### src/hw/rtl/led_block_cipher_encrypt_assert.svh
// assertion macros used by the cipher controller rtl
`ifndef LED_BLOCK_CIPHER_ENCRYPT_ASSERT_SVH
`define LED_BLOCK_CIPHER_ENCRYPT_ASSERT_SVH

// same-cycle implication, disabled while in reset
`define LBCE_ASSERT_IMP(lbl, clk, rst_n, ante, cons, msg) \
  lbl: assert property (@(posedge clk) disable iff (!rst_n) (ante) |-> (cons)) \
    else $error(msg);

// next-cycle implication, disabled while in reset
`define LBCE_ASSERT_NXT(lbl, clk, rst_n, ante, cons, msg) \
  lbl: assert property (@(posedge clk) disable iff (!rst_n) (ante) |=> (cons)) \
    else $error(msg);

`endif

### src/hw/rtl/lbce_pkg.sv
`timescale 1ns / 1ps

package lbce_pkg;

  // configuration register indexes
  typedef logic [1:0] cfg_idx_t;
  localparam cfg_idx_t CFG_KEY_BITS        = 2'd0;
  localparam cfg_idx_t CFG_KEY_FIRST_HALF  = 2'd1;
  localparam cfg_idx_t CFG_KEY_SECOND_HALF = 2'd2;

  localparam int          CELLS          = 16;
  localparam logic [7:0]  KEY_BITS_MIN   = 8'd64;
  localparam logic [5:0]  SHORT_LAST_RND = 6'd31;
  localparam logic [5:0]  LONG_LAST_RND  = 6'd47;

  // controller to datapath
  typedef struct packed {
    logic       load;
    logic       round_en;
    logic       key_add;
    logic       push;
    logic [5:0] rnd;
  } lbce_cmd_t;

  // datapath to controller
  typedef struct packed {
    logic long_key;
  } lbce_sts_t;

  localparam logic [3:0] MIX [4][4] = '{
    '{4'h4, 4'h1, 4'h2, 4'h2},
    '{4'h8, 4'h6, 4'h5, 4'h6},
    '{4'hB, 4'hE, 4'hA, 4'h9},
    '{4'h2, 4'h2, 4'hF, 4'hB}
  };

  function automatic logic [3:0] sbox(input logic [3:0] x);
    logic [3:0] y;
    case (x)
      4'h0: y = 4'hC;
      4'h1: y = 4'h5;
      4'h2: y = 4'h6;
      4'h3: y = 4'hB;
      4'h4: y = 4'h9;
      4'h5: y = 4'h0;
      4'h6: y = 4'hA;
      4'h7: y = 4'hD;
      4'h8: y = 4'h3;
      4'h9: y = 4'hE;
      4'hA: y = 4'hF;
      4'hB: y = 4'h8;
      4'hC: y = 4'h4;
      4'hD: y = 4'h7;
      4'hE: y = 4'h1;
      4'hF: y = 4'h2;
      default: y = 4'h0;
    endcase
    return y;
  endfunction

  // multiply in gf(2^4), x^4 + x + 1
  function automatic logic [3:0] gf_mul(input logic [3:0] a, input logic [3:0] b);
    logic [3:0] x;
    logic [3:0] acc;
    x   = a;
    acc = 4'h0;
    for (int n = 0; n < 4; n++) begin
      if (b[n]) acc = acc ^ x;
      x = {x[2:0], 1'b0} ^ (x[3] ? 4'h3 : 4'h0);
    end
    return acc;
  endfunction

  function automatic logic [5:0] round_const(input logic [5:0] r);
    logic [5:0] c;
    case (r)
      6'd0:  c = 6'h01;  6'd1:  c = 6'h03;  6'd2:  c = 6'h07;  6'd3:  c = 6'h0F;
      6'd4:  c = 6'h1F;  6'd5:  c = 6'h3E;  6'd6:  c = 6'h3D;  6'd7:  c = 6'h3B;
      6'd8:  c = 6'h37;  6'd9:  c = 6'h2F;  6'd10: c = 6'h1E;  6'd11: c = 6'h3C;
      6'd12: c = 6'h39;  6'd13: c = 6'h33;  6'd14: c = 6'h27;  6'd15: c = 6'h0E;
      6'd16: c = 6'h1D;  6'd17: c = 6'h3A;  6'd18: c = 6'h35;  6'd19: c = 6'h2B;
      6'd20: c = 6'h16;  6'd21: c = 6'h2C;  6'd22: c = 6'h18;  6'd23: c = 6'h30;
      6'd24: c = 6'h21;  6'd25: c = 6'h02;  6'd26: c = 6'h05;  6'd27: c = 6'h0B;
      6'd28: c = 6'h17;  6'd29: c = 6'h2E;  6'd30: c = 6'h1C;  6'd31: c = 6'h38;
      6'd32: c = 6'h31;  6'd33: c = 6'h23;  6'd34: c = 6'h06;  6'd35: c = 6'h0D;
      6'd36: c = 6'h1B;  6'd37: c = 6'h36;  6'd38: c = 6'h2D;  6'd39: c = 6'h1A;
      6'd40: c = 6'h34;  6'd41: c = 6'h29;  6'd42: c = 6'h12;  6'd43: c = 6'h24;
      6'd44: c = 6'h08;  6'd45: c = 6'h11;  6'd46: c = 6'h22;  6'd47: c = 6'h04;
      default: c = 6'h00;
    endcase
    return c;
  endfunction

endpackage

### src/hw/rtl/lbce_datapath.sv
`timescale 1ns / 1ps

module lbce_datapath import lbce_pkg::*; #(
  parameter int MAX_KEY_NIBBLES = 32
) (
  input  logic      clk,
  input  logic      rst_n,
  input  logic      cfg_we,
  input  cfg_idx_t  cfg_index,
  input  logic [63:0] cfg_data,
  input  logic [63:0] in_plaintext,
  output logic [63:0] out_ciphertext,
  input  lbce_cmd_t cmd,
  output lbce_sts_t sts
);

  localparam int NW = $clog2(MAX_KEY_NIBBLES) + 1;
  localparam int KSW = 4 * (MAX_KEY_NIBBLES - 16);
  localparam logic [7:0] KEY_BITS_MAX = 8'(4 * MAX_KEY_NIBBLES);

  logic [7:0]  key_bits_r;
  logic [63:0] key_first_r;
  logic [3:0]  key_nib [MAX_KEY_NIBBLES];

  logic [63:0] state_r;
  logic [63:0] ct_r;
  logic [3:0]  krot_r   [MAX_KEY_NIBBLES];
  logic [3:0]  krot_nxt [MAX_KEY_NIBBLES];
  logic [3:0]  hd [4];

  logic [7:0]    kb_clip;
  logic [7:0]    kb_eff;
  logic [NW-1:0] nk;
  logic [NW-1:0] wrap_d;
  logic [5:0]    rc;
  logic [3:0]    c [CELLS];
  logic [3:0]    s [CELLS];
  logic [3:0]    t [CELLS];
  logic [3:0]    m [CELLS];
  logic [63:0]   round_out;
  logic [63:0]   step_key;
  logic [63:0]   first_key;
  logic [63:0]   step_out;

  always_ff @(posedge clk) begin
    if (!rst_n) begin
      key_bits_r  <= KEY_BITS_MIN;
      key_first_r <= '0;
    end else if (cfg_we) begin
      if (cfg_index == CFG_KEY_BITS) key_bits_r <= cfg_data[7:0];
      if (cfg_index == CFG_KEY_FIRST_HALF) key_first_r <= cfg_data;
    end
  end

  for (genvar n = 0; n < 16; n++) begin : g_first
    assign key_nib[n] = key_first_r[63-4*n -: 4];
  end

  if (MAX_KEY_NIBBLES > 16) begin : g_second
    logic [KSW-1:0] key_second_r;
    always_ff @(posedge clk) begin
      if (!rst_n) begin
        key_second_r <= '0;
      end else if (cfg_we && (cfg_index == CFG_KEY_SECOND_HALF)) begin
        key_second_r <= cfg_data[63 -: KSW];
      end
    end
    for (genvar n = 0; n < MAX_KEY_NIBBLES - 16; n++) begin : g_nib
      assign key_nib[16+n] = key_second_r[KSW-1-4*n -: 4];
    end
  end

  // clamp the key size, round down to whole nibbles
  always_comb begin
    if (key_bits_r < KEY_BITS_MIN) kb_clip = KEY_BITS_MIN;
    else if (key_bits_r > KEY_BITS_MAX) kb_clip = KEY_BITS_MAX;
    else kb_clip = key_bits_r;
    kb_eff = {kb_clip[7:2], 2'b00};
    nk = NW'(kb_eff[7:2]);
  end

  assign sts.long_key = (kb_eff > KEY_BITS_MIN);

  // key ring rotates four nibbles per round, wrapping at nk
  always_comb begin
    for (int h = 0; h < 4; h++) hd[h] = krot_r[h];
    for (int j = 0; j < MAX_KEY_NIBBLES; j++) begin
      wrap_d = NW'(j + 4) - nk;
      if (NW'(j + 4) >= nk) krot_nxt[j] = hd[wrap_d[1:0]];
      else krot_nxt[j] = krot_r[(j + 4) % MAX_KEY_NIBBLES];
    end
  end

  // one round: constants, s-box, row shift, column mix, then the step key when key_add is set
  always_comb begin
    rc = round_const(cmd.rnd);
    for (int i = 0; i < CELLS; i++) c[i] = state_r[63-4*i -: 4];
    c[0]  = c[0]  ^ kb_eff[7:4];
    c[4]  = c[4]  ^ (4'h1 ^ kb_eff[7:4]);
    c[8]  = c[8]  ^ (4'h2 ^ kb_eff[3:0]);
    c[12] = c[12] ^ (4'h3 ^ kb_eff[3:0]);
    c[1]  = c[1]  ^ {1'b0, rc[5:3]};
    c[9]  = c[9]  ^ {1'b0, rc[5:3]};
    c[5]  = c[5]  ^ {1'b0, rc[2:0]};
    c[13] = c[13] ^ {1'b0, rc[2:0]};
    for (int i = 0; i < CELLS; i++) s[i] = sbox(c[i]);
    for (int r = 0; r < 4; r++)
      for (int col = 0; col < 4; col++)
        t[4*r+col] = s[4*r + ((col + r) % 4)];
    for (int r = 0; r < 4; r++)
      for (int col = 0; col < 4; col++) begin
        m[4*r+col] = 4'h0;
        for (int k = 0; k < 4; k++)
          m[4*r+col] = m[4*r+col] ^ gf_mul(MIX[r][k], t[4*k+col]);
      end
    for (int i = 0; i < CELLS; i++) begin
      round_out[63-4*i -: 4] = m[i];
      step_key[63-4*i -: 4]  = krot_nxt[i];
      first_key[63-4*i -: 4] = key_nib[i];
    end
    step_out = round_out ^ (cmd.key_add ? step_key : 64'h0);
  end

  always_ff @(posedge clk) begin
    if (cmd.load) begin
      state_r <= in_plaintext ^ first_key;
      krot_r  <= key_nib;
    end else if (cmd.round_en) begin
      state_r <= step_out;
      krot_r  <= krot_nxt;
    end
    if (cmd.push) ct_r <= step_out;
  end

  assign out_ciphertext = ct_r;

endmodule

### src/hw/rtl/lbce_ctrl.sv
`timescale 1ns / 1ps
`include "led_block_cipher_encrypt_assert.svh"

module lbce_ctrl import lbce_pkg::*; (
  input  logic      clk,
  input  logic      rst_n,
  input  logic      in_valid,
  output logic      in_stall,
  output logic      out_valid,
  input  logic      out_stall,
  output lbce_cmd_t cmd,
  input  lbce_sts_t sts
);

  typedef enum logic [1:0] {
    S_IDLE = 2'b01,
    S_RUN  = 2'b10
  } state_t;

  state_t     state_r, state_nxt;
  logic [5:0] rnd_r, rnd_nxt;
  logic       out_valid_r, out_valid_nxt;
  logic [5:0] last_rnd;
  logic       out_blocked;
  logic       advance;
  logic       is_last;

  assign last_rnd    = sts.long_key ? LONG_LAST_RND : SHORT_LAST_RND;
  assign out_blocked = out_valid_r && out_stall;
  assign is_last     = (rnd_r == last_rnd);
  // the final round waits while the previous result is still held
  assign advance     = (state_r == S_RUN) && !(is_last && out_blocked);

  assign in_stall  = (state_r != S_IDLE);
  assign out_valid = out_valid_r;

  always_comb begin
    cmd.load     = in_valid && (state_r == S_IDLE);
    cmd.round_en = advance;
    cmd.push     = advance && is_last;
    cmd.key_add  = (rnd_r[1:0] == 2'b11);
    cmd.rnd      = rnd_r;
  end

  always_comb begin
    state_nxt = state_r;
    rnd_nxt   = rnd_r;
    case (state_r)
      S_IDLE: begin
        if (cmd.load) begin
          state_nxt = S_RUN;
          rnd_nxt   = '0;
        end
      end
      S_RUN: begin
        if (advance) begin
          if (is_last) state_nxt = S_IDLE;
          else rnd_nxt = rnd_r + 6'd1;
        end
      end
      default: state_nxt = S_IDLE;
    endcase
    if (cmd.push) out_valid_nxt = 1'b1;
    else if (out_valid_r && !out_stall) out_valid_nxt = 1'b0;
    else out_valid_nxt = out_valid_r;
  end

  always_ff @(posedge clk) begin
    if (!rst_n) begin
      state_r     <= S_IDLE;
      rnd_r       <= '0;
      out_valid_r <= 1'b0;
    end else begin
      state_r     <= state_nxt;
      rnd_r       <= rnd_nxt;
      out_valid_r <= out_valid_nxt;
    end
  end

  `LBCE_ASSERT_IMP(a_busy_stalls, clk, rst_n, state_r == S_RUN, in_stall, "beat taken while busy")
  `LBCE_ASSERT_NXT(a_load_starts, clk, rst_n, cmd.load, (state_r == S_RUN) && (rnd_r == 6'd0), "load did not start rounds")
  `LBCE_ASSERT_IMP(a_rnd_range, clk, rst_n, state_r == S_RUN, rnd_r <= last_rnd, "round counter past last round")
  `LBCE_ASSERT_IMP(a_push_free, clk, rst_n, cmd.push, !out_blocked, "result pushed over a held beat")

endmodule

### src/hw/rtl/led_block_cipher_encrypt.sv
`timescale 1ns / 1ps
// led 64-bit block cipher, encryption only. one plaintext beat in, one
// ciphertext beat out. the key size (64..128 bits, clamped and rounded down
// to whole nibbles) and the key live in configuration registers written over
// the cfg port; the user must write them only while the core is idle, which
// the block does not enforce. a block takes a load step (key whitening) and
// then its rounds through the shared round unit: 32 rounds for 64-bit keys
// and 48 for longer keys. the next plaintext is taken as soon as the round
// unit is free, while the finished ciphertext waits in the output register.

module led_block_cipher_encrypt import lbce_pkg::*; #(
  parameter int MAX_KEY_NIBBLES = 32
) (
  input  logic        clk,
  input  logic        rst_n,
  // configuration write port
  input  logic        cfg_we,
  input  cfg_idx_t    cfg_index,
  input  logic [63:0] cfg_data,
  // plaintext beats
  input  logic        in_valid,
  output logic        in_stall,
  input  logic [63:0] in_plaintext,
  // ciphertext beats
  output logic        out_valid,
  input  logic        out_stall,
  output logic [63:0] out_ciphertext
);

  // round sequencing commands and key-size status
  lbce_cmd_t cmd;
  lbce_sts_t sts;

  // controller: idle/run sequencing, round counter, output valid
  lbce_ctrl u_ctrl (
    .clk       (clk),
    .rst_n     (rst_n),
    .in_valid  (in_valid),
    .in_stall  (in_stall),
    .out_valid (out_valid),
    .out_stall (out_stall),
    .cmd       (cmd),
    .sts       (sts)
  );

  // datapath: key registers, rotating key ring, cipher state, round unit
  lbce_datapath #(
    .MAX_KEY_NIBBLES (MAX_KEY_NIBBLES)
  ) u_dp (
    .clk            (clk),
    .rst_n          (rst_n),
    .cfg_we         (cfg_we),
    .cfg_index      (cfg_index),
    .cfg_data       (cfg_data),
    .in_plaintext   (in_plaintext),
    .out_ciphertext (out_ciphertext),
    .cmd            (cmd),
    .sts            (sts)
  );

endmodule

### config.mk
export PLATFORM = sky130hd
export DESIGN_NAME = led_block_cipher_encrypt
export DESIGN_NICKNAME = d
export VERILOG_FILES = /design/src/hw/rtl/lbce_pkg.sv /design/src/hw/rtl/lbce_datapath.sv /design/src/hw/rtl/lbce_ctrl.sv /design/src/hw/rtl/led_block_cipher_encrypt.sv
export VERILOG_INCLUDE_DIRS = /design/src /design/src/hw/rtl
export SDC_FILE = /design/constraint.sdc
export NUM_CORES = 1
export LEC_CHECK = 0
export BUFFER_PORTS_ARGS = -buffer_cell sky130_fd_sc_hd__buf_2
export CORE_MARGIN = 3
export CORE_UTILIZATION = 55
export DETAILED_ROUTE_END_ITERATION = 6
export PLACE_DENSITY_LB_ADDON = 0.2
export SLEW_MARGIN = 20
export SYNTH_ARGS = -nofsm -noshare
export SYNTH_HDL_FRONTEND = slang
export SYNTH_SLANG_ARGS = --single-unit
### constraint.sdc
create_clock -name clk -period 17.3 [get_ports clk]
set_input_delay 2.595 -clock clk [delete_from_list [all_inputs] [get_ports clk]]
set_output_delay 2.595 -clock clk [all_outputs]
set_load 0.1 [all_outputs]
# After elaboration in Yosys (flattened, before gate mapping)
# Memory sizes are Yosys's and may differ from the RTL's. A register that Yosys moved wholly into a read port is not among the register bits.
# Index checks and enable logic that the tools add are counted.
# classes
n_div,0
reduce_logical,17
bitwise,283
magnitude_cmp,67
shift,0
mul,0
n_eq_ne,11
muxes,412
add_sub_neg,33
# ops
operator,count
two-way mux 4 bit,220
binary-select mux 4 bit (select 2 bit),32
two-way mux 128 bit,2
two-way mux 3 bit,80
bitwise XOR 4 bit,52
two-way mux 64 bit,3
inverter 2 bit,68
bitwise XOR 64 bit,2
inverter 3 bit,40
two-way mux 2 bit,51
"greater-or-equal comparator 3 bit, second input constant",32
"greater-or-equal comparator 5 x 6 -> 1 bit, first input constant",16
inverter 2 -> 3 bit,32
"greater-or-equal comparator 4 x 6 -> 1 bit, first input constant",8
"inverter 1 bit, first input constant",48
two-way mux 6 bit,6
inverter 4 bit,8
"subtractor 1 x 2 -> 2 bit, first input constant",16
"subtractor 2 bit, first input constant",16
"greater-or-equal comparator 3 x 6 -> 1 bit, first input constant",4
"greater-or-equal comparator 6 bit, first input constant",4
inverter 1 -> 2 bit,12
inverter 1 bit,17
two-way mux 8 bit,2
other kinds (20),52
# word_totals
input_bits,135
wordCells,880
memories,17
regBits,401
mem_bits_rw,0
latchBits,0
output_inout_bits,66
rom_bits,1408
# memory_table
name,words,width,read_ports,rd_ports_with_merged_regs,wr,line,rtl
(no name shown),64,6,1,1,0,lbce_pkg.sv:76,case (r)
(no name shown),16,4,1,0,0,lbce_pkg.sv:39,case (x)
(no name shown),16,4,1,0,0,lbce_pkg.sv:39,
(no name shown),16,4,1,1,0,lbce_pkg.sv:39,
(no name shown),16,4,1,1,0,lbce_pkg.sv:39,
(no name shown),16,4,1,0,0,lbce_pkg.sv:39,
11 more memories,--,--,--,--,--,--,

# Depth between registers and ports, before layout
# Gate-level depths: netlist of run 1.
# An unclocked memory read counts as a cell.
# logic_depth
depth_word,20
depth_mapped,19
ltp_nobuf,17

# Modules after synthesis
# A second synthesis of run 1 with hierarchy kept.
# hier_totals
hier_cells,2527
hier_area_um2,25818.5
# modules_own_cells
mod,area_per_inst_um2,n_inst,cells_each
lbce_datapath,25295.5,1,2463
lbce_ctrl,523.0,1,64

# Worst setup path before layout of run 1
# No wires, ideal clock.
# synth_path
path_type,input-to-reg
startpoint,in in_valid
endpoint,"reg, netlist name u_dp.s[50]"
path_slack_ns,10.102
t_arrival_ns,7.063
setup_ns,0.134
cell_stages,8
path_cell_list,inv_1 or2_2 clkbuf_1 nand2_1 buf_2 mux2i_1 ha_1 mux4_2
# synth_via
elab_chain_len,3
word_cells_on_any_way,4
# synth_rtl
element,line,rtl
start: declaration,led_block_cipher_encrypt.sv:21,"input logic in_valid,"
logical AND 1 bit *,lbce_ctrl.sv:38,cmd.load = in_valid && (state_r == S_IDLE);
two-way mux 64 bit / nonzero test 2 bit (equally long branches),--,
two-way mux 4 bit (no source line) *,--,
# Every way passes the cells marked *; elsewhere a longest branch is shown, timed or not.
# A chain may end at the register's enable or synchronous reset.

# Worst setup path in the final report of run 1
# layout_path
startpoint,reg u_dp.key_bits_r[7]
endpoint,"reg, netlist name u_dp.s[0]"
# layout_via
elab_chain_len,18
word_cells_on_any_way,34
# layout_rtl
element,line,rtl
start: declaration,lbce_datapath.sv:21,logic [7:0] key_bits_r;
start signal: assignment,lbce_datapath.sv:50,if (cfg_index == CFG_KEY_BITS) key_bits_r <= cfg_data[7:0];
> comparator 8 bit,lbce_datapath.sv:76,else if (key_bits_r > KEY_BITS_MAX) kb_clip = KEY_BITS_MAX;
two-way mux 8 bit,lbce_datapath.sv:76,
two-way mux 8 bit *,lbce_datapath.sv:75,if (key_bits_r < KEY_BITS_MIN) kb_clip = KEY_BITS_MIN;
inverter 1 bit (no source line),--,
bitwise XOR 4 bit,lbce_datapath.sv:99,c[4] = c[4] ^ (4'h1 ^ kb_eff[7:4]);
memory read (16 x 4 bit),--,
two-way mux 2 bit,lbce_pkg.sv:68,if (b[n]) acc = acc ^ x;
two-way mux 3 bit,lbce_pkg.sv:68,
two-way mux 4 bit,lbce_pkg.sv:68,
inverter 2 bit (no source line),--,
two-way mux 2 bit,lbce_pkg.sv:68,
bitwise XOR 4 bit (3 in a row),lbce_datapath.sv:114,"m[4*r+col] = m[4*r+col] ^ gf_mul(MIX[r][k], t[4*k+col]);"
bitwise XOR 64 bit *,lbce_datapath.sv:121,step_out = round_out ^ (cmd.key_add ? step_key : 64'h0);
via u_dp.step_out[1],lbce_datapath.sv:43,logic [63:0] step_out;
two-way mux 64 bit *,lbce_datapath.sv:128,end else if (cmd.round_en) begin
two-way mux 64 bit *,lbce_datapath.sv:125,if (cmd.load) begin
two-way mux 4 bit (no source line) *,--,
# Mark *: on every way through the listed nets, which the timed path passes. The rest lies on a longest branch. The select of a mux whose other input is x is not followed.

==> results of run 1 <==
[worst paths after layout]
kind,start,to,cells after the start
worst min-delay path,u_dp.g_second.key_second_r[23],u_dp.g_second.key_second_r[23],2
worst max-delay path,u_dp.key_bits_r[7],u_dp.s[0],17
worst min register to register,u_dp.g_second.key_second_r[23],u_dp.g_second.key_second_r[23],2
worst max register to register,u_dp.key_bits_r[7],u_dp.s[0],17
[per-layer routing]
metal	GRT usage [%]	vias up	share of wire, %
met5	0	-	0.016
met4	8.853	2	2.7
met3	3.813	128	7.8
met2	51.34	885	47
met1	43.68	9894	42
li1	-	9415	-
[worst max-delay path, stage by stage (launching register included)]
cell,delay (ns)
dfxtp_2,0.33
buf_4,0.45
and3b_1,0.32
xnor2_1,0.47
ha_1,0.39
nor2b_1,0.17
a211oi_1,0.06
a211oi_1,0.86
xnor3_1,0.39
xnor2_1,0.17
xnor3_1,0.34
inv_1,0.07
a221oi_1,0.59
inv_1,0.20
ha_1,0.26
or2_2,0.29
mux2i_1,0.15
mux2i_1,0.09
[Yosys cell counts, drive strengths merged, types with 18 or more instances]
master / n
xnor2: 281
mux2i: 162
ha: 85
nand2: 665
a21boi: 134
a31oi: 18
a21oi: 84
edfxtp: 256
mux4: 18
nor2b: 19
nor2: 140
o21ai: 112
inv: 78
dfxtp: 181
xor2: 109
buf: 32
clkbuf: 107
mux2: 25
[cell families (layout without fill, tap and decap cells)]
family | Yosys count | count (layout) | synth area share (%)
multiplexers | 205 | 205 | 9.137
XOR/XNOR | 408 | 408 | 15.01
adder cells (fa/ha/maj) | 85 | 85 | 4.066
buffers and inverters | 220 | 391 | 3.325
AND/OR/NAND/NOR | 912 | 912 | 14.22
AO/OA/AOI/OAI | 437 | 437 | 11.00
flip-flops | 437 | 437 | 43.25
[final cells by class]
class	count	area, um2	share of cell area [%]
tap	607	759.5	2.599
sequential	437	11310	38.72
clock inverter	33	365.4	1.250
multi-input combinational	2047	14000	47.93
timing repair buffer	221	1185	4.055
inverter	81	309.0	1.058
clock buffer	56	1284	4.394
[state kept, by name, indices dropped and copies added, names as in the netlist]
| register | count |
|---|---|
| u_dp.out_ciphertext | 64 |
| u_ctrl.state_r | 2 |
| u_dp.first_key | 64 |
| u_dp.g_second.key_second_r | 64 |
| u_dp.hd | 16 |
| u_ctrl.rnd_r | 6 |
| u_dp.s | 32 |
| u_ctrl.out_valid | 1 |
| u_dp.state_r | 64 |
| u_dp.key_bits_r | 6 |
| u_dp.rc | 6 |
| u_dp.krot_r | 112 |
[stage by stage]
| step | cells | util, % | setup WS, ns | hold slack (ns) |
|---|---|---|---|---|
| after floorplan | 2704 | - | 10.10 | 0.4437 |
| after global placement | 3392 | 58.90 | 11.19 | 0.4550 |
| after detailed placement | 3392 | 58.90 | 11.07 | 0.4585 |
| after CTS | 3481 | 62.43 | 11.62 | 0.4671 |
| after global routing | 3482 | 62.49 | 11.18 | 0.4947 |
| final | 3482 | 62.49 | 11.56 | 0.4654 |
==> flow_metrics.tcl, run 1 <==
set metrics [dict create \
    rsz0062_at_grt "false" \
    row_count 79 \
    yosysWarnings 0 \
    final-setup-viol-count 0 \
    nFillCells 3941 \
    cts-resized-gates 0 \
    finalCriticalPeriod_ns 5.740 \
    cts-root-buf "clkbuf_16" \
    ys_seq_area_share_pct 43.25 \
    cts_hold_buf 0 \
    drc_errors 0 \
    rrSetupSlack_ns 11.56 \
    outcome "completed" \
    yosys-top-cells-area "edfxtp_1 29%, dfxtp_1 14%, nand2_1 9.5%, xnor2_1 9.2%, mux2i_1 5.9%" \
    nets 3056 \
    syn-cell-area_um2 26150 \
    grt_usage_pct 31.18 \
    tightest_slew_ns 1.053 \
    max_freq_ghz 0.1742 \
    cts_tree "done" \
    h-tree-depth 2 \
    first_iter_violations 2164 \
    ys_ff_latch 437 \
    wl_per_cell_um 22.83 \
    period_share_pct 33.18 \
    numCtsBuffers 48 \
    drt-pass1-iter-count 6 \
    yosys_most_used_dff "edfxtp_1" \
    viasPerCell 5.837 \
    postRouteAntennaNets 0 \
    final_common_cell "nand2_1" \
    n_antenna_cell 0 \
    critPathCaptureType "flip-flop" \
    io_pins 201 \
    fp.dieH_um 224.1 \
    critPathKind "reg -> reg" \
    finalInstanceArea_um2 29220 \
    path_clk_slew_ns 0.06 \
    placed_cell_area_um2 27540 \
    syn_inst 2704 \
    hold_viol_final 0 \
    setup_tns_ns 0 \
    clkLatencyLatePin_ns 0.62 \
    yosys.area.top_type "edfxtp_1" \
    grt_pass1_vias 19473 \
    hold_class "reg -> reg" \
    routed_wl_um 79490 \
    drive_gt1_share_pct 13.60 \
    io_buffers 200 \
    worstSetupStartpointType "flip-flop" \
    antenna_found_initial 2 \
    syn_avg_cell_area_um2 9.672 \
    hpwl_um 59700 \
    start_util_pct 55.94 \
    dr_total_vias 20324 \
    cp_data_required_time_ns 17.79 \
    slew_headroom_pct 29.39 \
    chipWidth_um 224.1 \
    cts.sinks 437 \
    overflow 0 \
    cp.arrival_ns 6.23 \
    dieArea_um2 50210 \
    synthDistinctLibCells 84 \
    place.gp.congestion 0.9632 \
    final_cell_mix "664 x nand2_1, 275 x xnor2_1, 256 x edfxtp_1, 199 x buf_2, 180 x dfxtp_1" \
    clock_skew_ns 0.02869 \
    synth_top_area_share_pct 29.39 \
    syn_nets 2924 \
    cts_setup_buffers 0 \
    final-max-slew-violation-count 0 \
    core_area_um2 46750 \
    synth_edf_count 256 \
    grt_pass1_wl_um 119000 \
    grt_max_degree 121 \
    maxCapViolCount 0 \
    clk_path_buf_depth 3 \
    area_growth_pct 11.72 \
    async_reset_ff_share_pct 0 \
    crit_fanout 55 \
]
Power of run 1 is not shown: default switching activity piles up to over one toggle a cycle in this logic, so the estimate is an artifact.
==> inputs of run 2 (changes only) <==
==> constraint.sdc (replaced) <==
create_clock -name clk -period 4.6 [get_ports clk]
set_input_delay 0.69 -clock clk [delete_from_list [all_inputs] [get_ports clk]]
set_output_delay 0.69 -clock clk [all_outputs]
set_load 0.1 [all_outputs]
==> run 2 against run 1 <==
Compared with the run above: sequential cell count unchanged; worst setup slack got worse by 11 ns; via count decreased by 0.27%; worst hold slack got worse by 0.11 ns; register-to-register slack got worse by 11 ns; cell area increased by 0.52%; routed wire length about the same; core utilization increased by 0.32 points; clock-buffer cell count increased by 4; sequential share of layout area decreased by 0.20 points; clock skew decreased by 0.0061 ns.
==> flow_metrics.tcl, run 2 (synthesis gave the netlist of run 1 again) <==
set metrics [dict create \
    outcome "completed" \
    first_iter_violations 2120 \
    maxCapViolCount 0 \
    cts.sinks 437 \
    final-setup-viol-count 0 \
    grt_max_degree 166 \
    grt_usage_pct 30.93 \
    hold_slack_ns 0.3580 \
    cp-startpoint "u_dp.key_bits_r[7]" \
    rsz0062_at_grt "false" \
    row_count 79 \
    overflow 0 \
    cp_data_required_time_ns 5.05 \
    drive_gt1_share_pct 14.26 \
    finalInstanceArea_um2 29370 \
    start_util_pct 55.94 \
    core_area_um2 46750 \
    largest_reg_flops 112 \
    final_common_cell "nand2_1" \
    max_stage_delay_ns 0.52 \
    hold_viol_final 0 \
    layout_setup_ws_ns 0.3269 \
    cp.arrival_ns 4.72 \
    io_buffers 200 \
    critPathSlowestCell "xnor3_1" \
    io_pins 201 \
    max_freq_ghz 0.2340 \
    grt_pass1_wl_um 117700 \
    hold_class "in -> reg" \
    worstHoldStart "cfg_data[47]" \
    drt-pass1-iter-count 6 \
    clkLatencyLatePin_ns 0.60 \
    wl_per_cell_um 22.66 \
    h-tree-depth 2 \
    dieArea_um2 50210 \
    holdPathStages 3 \
    placed_cell_area_um2 27770 \
    final_cell_mix "664 x nand2_1, 274 x xnor2_1, 256 x edfxtp_1, 199 x buf_2, 180 x dfxtp_1" \
    r2r_start "u_dp.key_bits_r[7]" \
    cts_hold_buf 0 \
    nets 3078 \
    worstSetupStartpointType "flip-flop" \
    cts-resized-gates 0 \
    path_clk_slew_ns 0.06 \
    drc_errors 0 \
    crit_fanout 14 \
    numCtsBuffers 47 \
    setup_tns_ns 0 \
    path_cells "clkinv_1, nand3_1, xnor2_1, ha_1, nor2b_1, o311a_1, o221ai_2, xor2_1, xnor3_1, nor2_1, a21oi_1, a21o_1, ha_1, xnor2_1, mux2i_1" \
    finalCriticalPeriod_ns 4.273 \
    chipWidth_um 224.1 \
    final-max-slew-violation-count 0 \
    fp.dieH_um 224.1 \
    antenna_found_initial 5 \
    cts-root-buf "clkbuf_16" \
    ff2ff_path_depth 15 \
    area_growth_pct 12.29 \
    critPathKind "reg -> reg" \
    tightest_slew_ns 1.083 \
    grt_pass1_vias 19457 \
    place_ws_ns 0.07802 \
    dr_total_vias 20270 \
    cts_tree "done" \
    place.gp.congestion 0.9655 \
    top_register "u_dp.krot_r" \
    routed_wl_um 79420 \
    critPathCaptureType "flip-flop" \
    clk_path_buf_depth 3 \
    slew_headroom_pct 27.80 \
    postRouteAntennaNets 0 \
    period_share_pct 92.89 \
    viasPerCell 5.783 \
    clock_skew_ns 0.02256 \
    cts_setup_buffers 0 \
    hpwl_um 59970 \
]
[run 2: path summary, 6_finish.rpt]
path | slack (ns) | endpoint
worst max-delay path | 0.33 | u_dp.s[32]
worst min-delay path | 0.36 | u_dp.first_key[47]
worst max register to register | 0.33 | u_dp.s[32]
worst min register to register | 0.47 | u_dp.g_second.key_second_r[5]
[run 2: area by class of cell]
type                    instances  area (um2)
clock inverters                27       262.8
flip-flops and latches        437       11310
fillers                      3935       17380
well taps                     607       759.5
repair buffers                244        1384
diodes                          2       5.005
inverters                      81       309.0
clock buffers                  60        1296
multi-input cells            2047       14040
[run 2: metrics by stage]
step | instances | utilization [%]
2_1_floorplan | 2704 | -
3_3_place_gp | 3416 | 59.39
3_5_place_dp | 3416 | 59.39
4_1_cts | 3503 | 62.73
5_1_grt | 3505 | 62.82
6_report | 3505 | 62.82
[run 2: critical path, delay by kind of cell (launching register included)]
kind | cells | cell delay, ns
AO/OA/AOI/OAI | 4 | 1.00
XOR/XNOR | 4 | 1.27
adder cells (fa/ha/maj) | 2 | 0.72
AND/OR/NAND/NOR | 3 | 0.43
buffers and inverters | 1 | 0.13
multiplexers | 1 | 0.10
flip-flops | 1 | 0.48
[run 2: metal layers]
metal | vias to the layer above | share of wire [%] | global-route usage, %
met4 | 0 | 4.3 | 12.48
met5 | - | 0 | 0
met2 | 826 | 46 | 49.04
met3 | 169 | 7.6 | 4.416
li1 | 9458 | - | -
met1 | 9817 | 42 | 43.02
Power of run 2 is left out for the same reason.
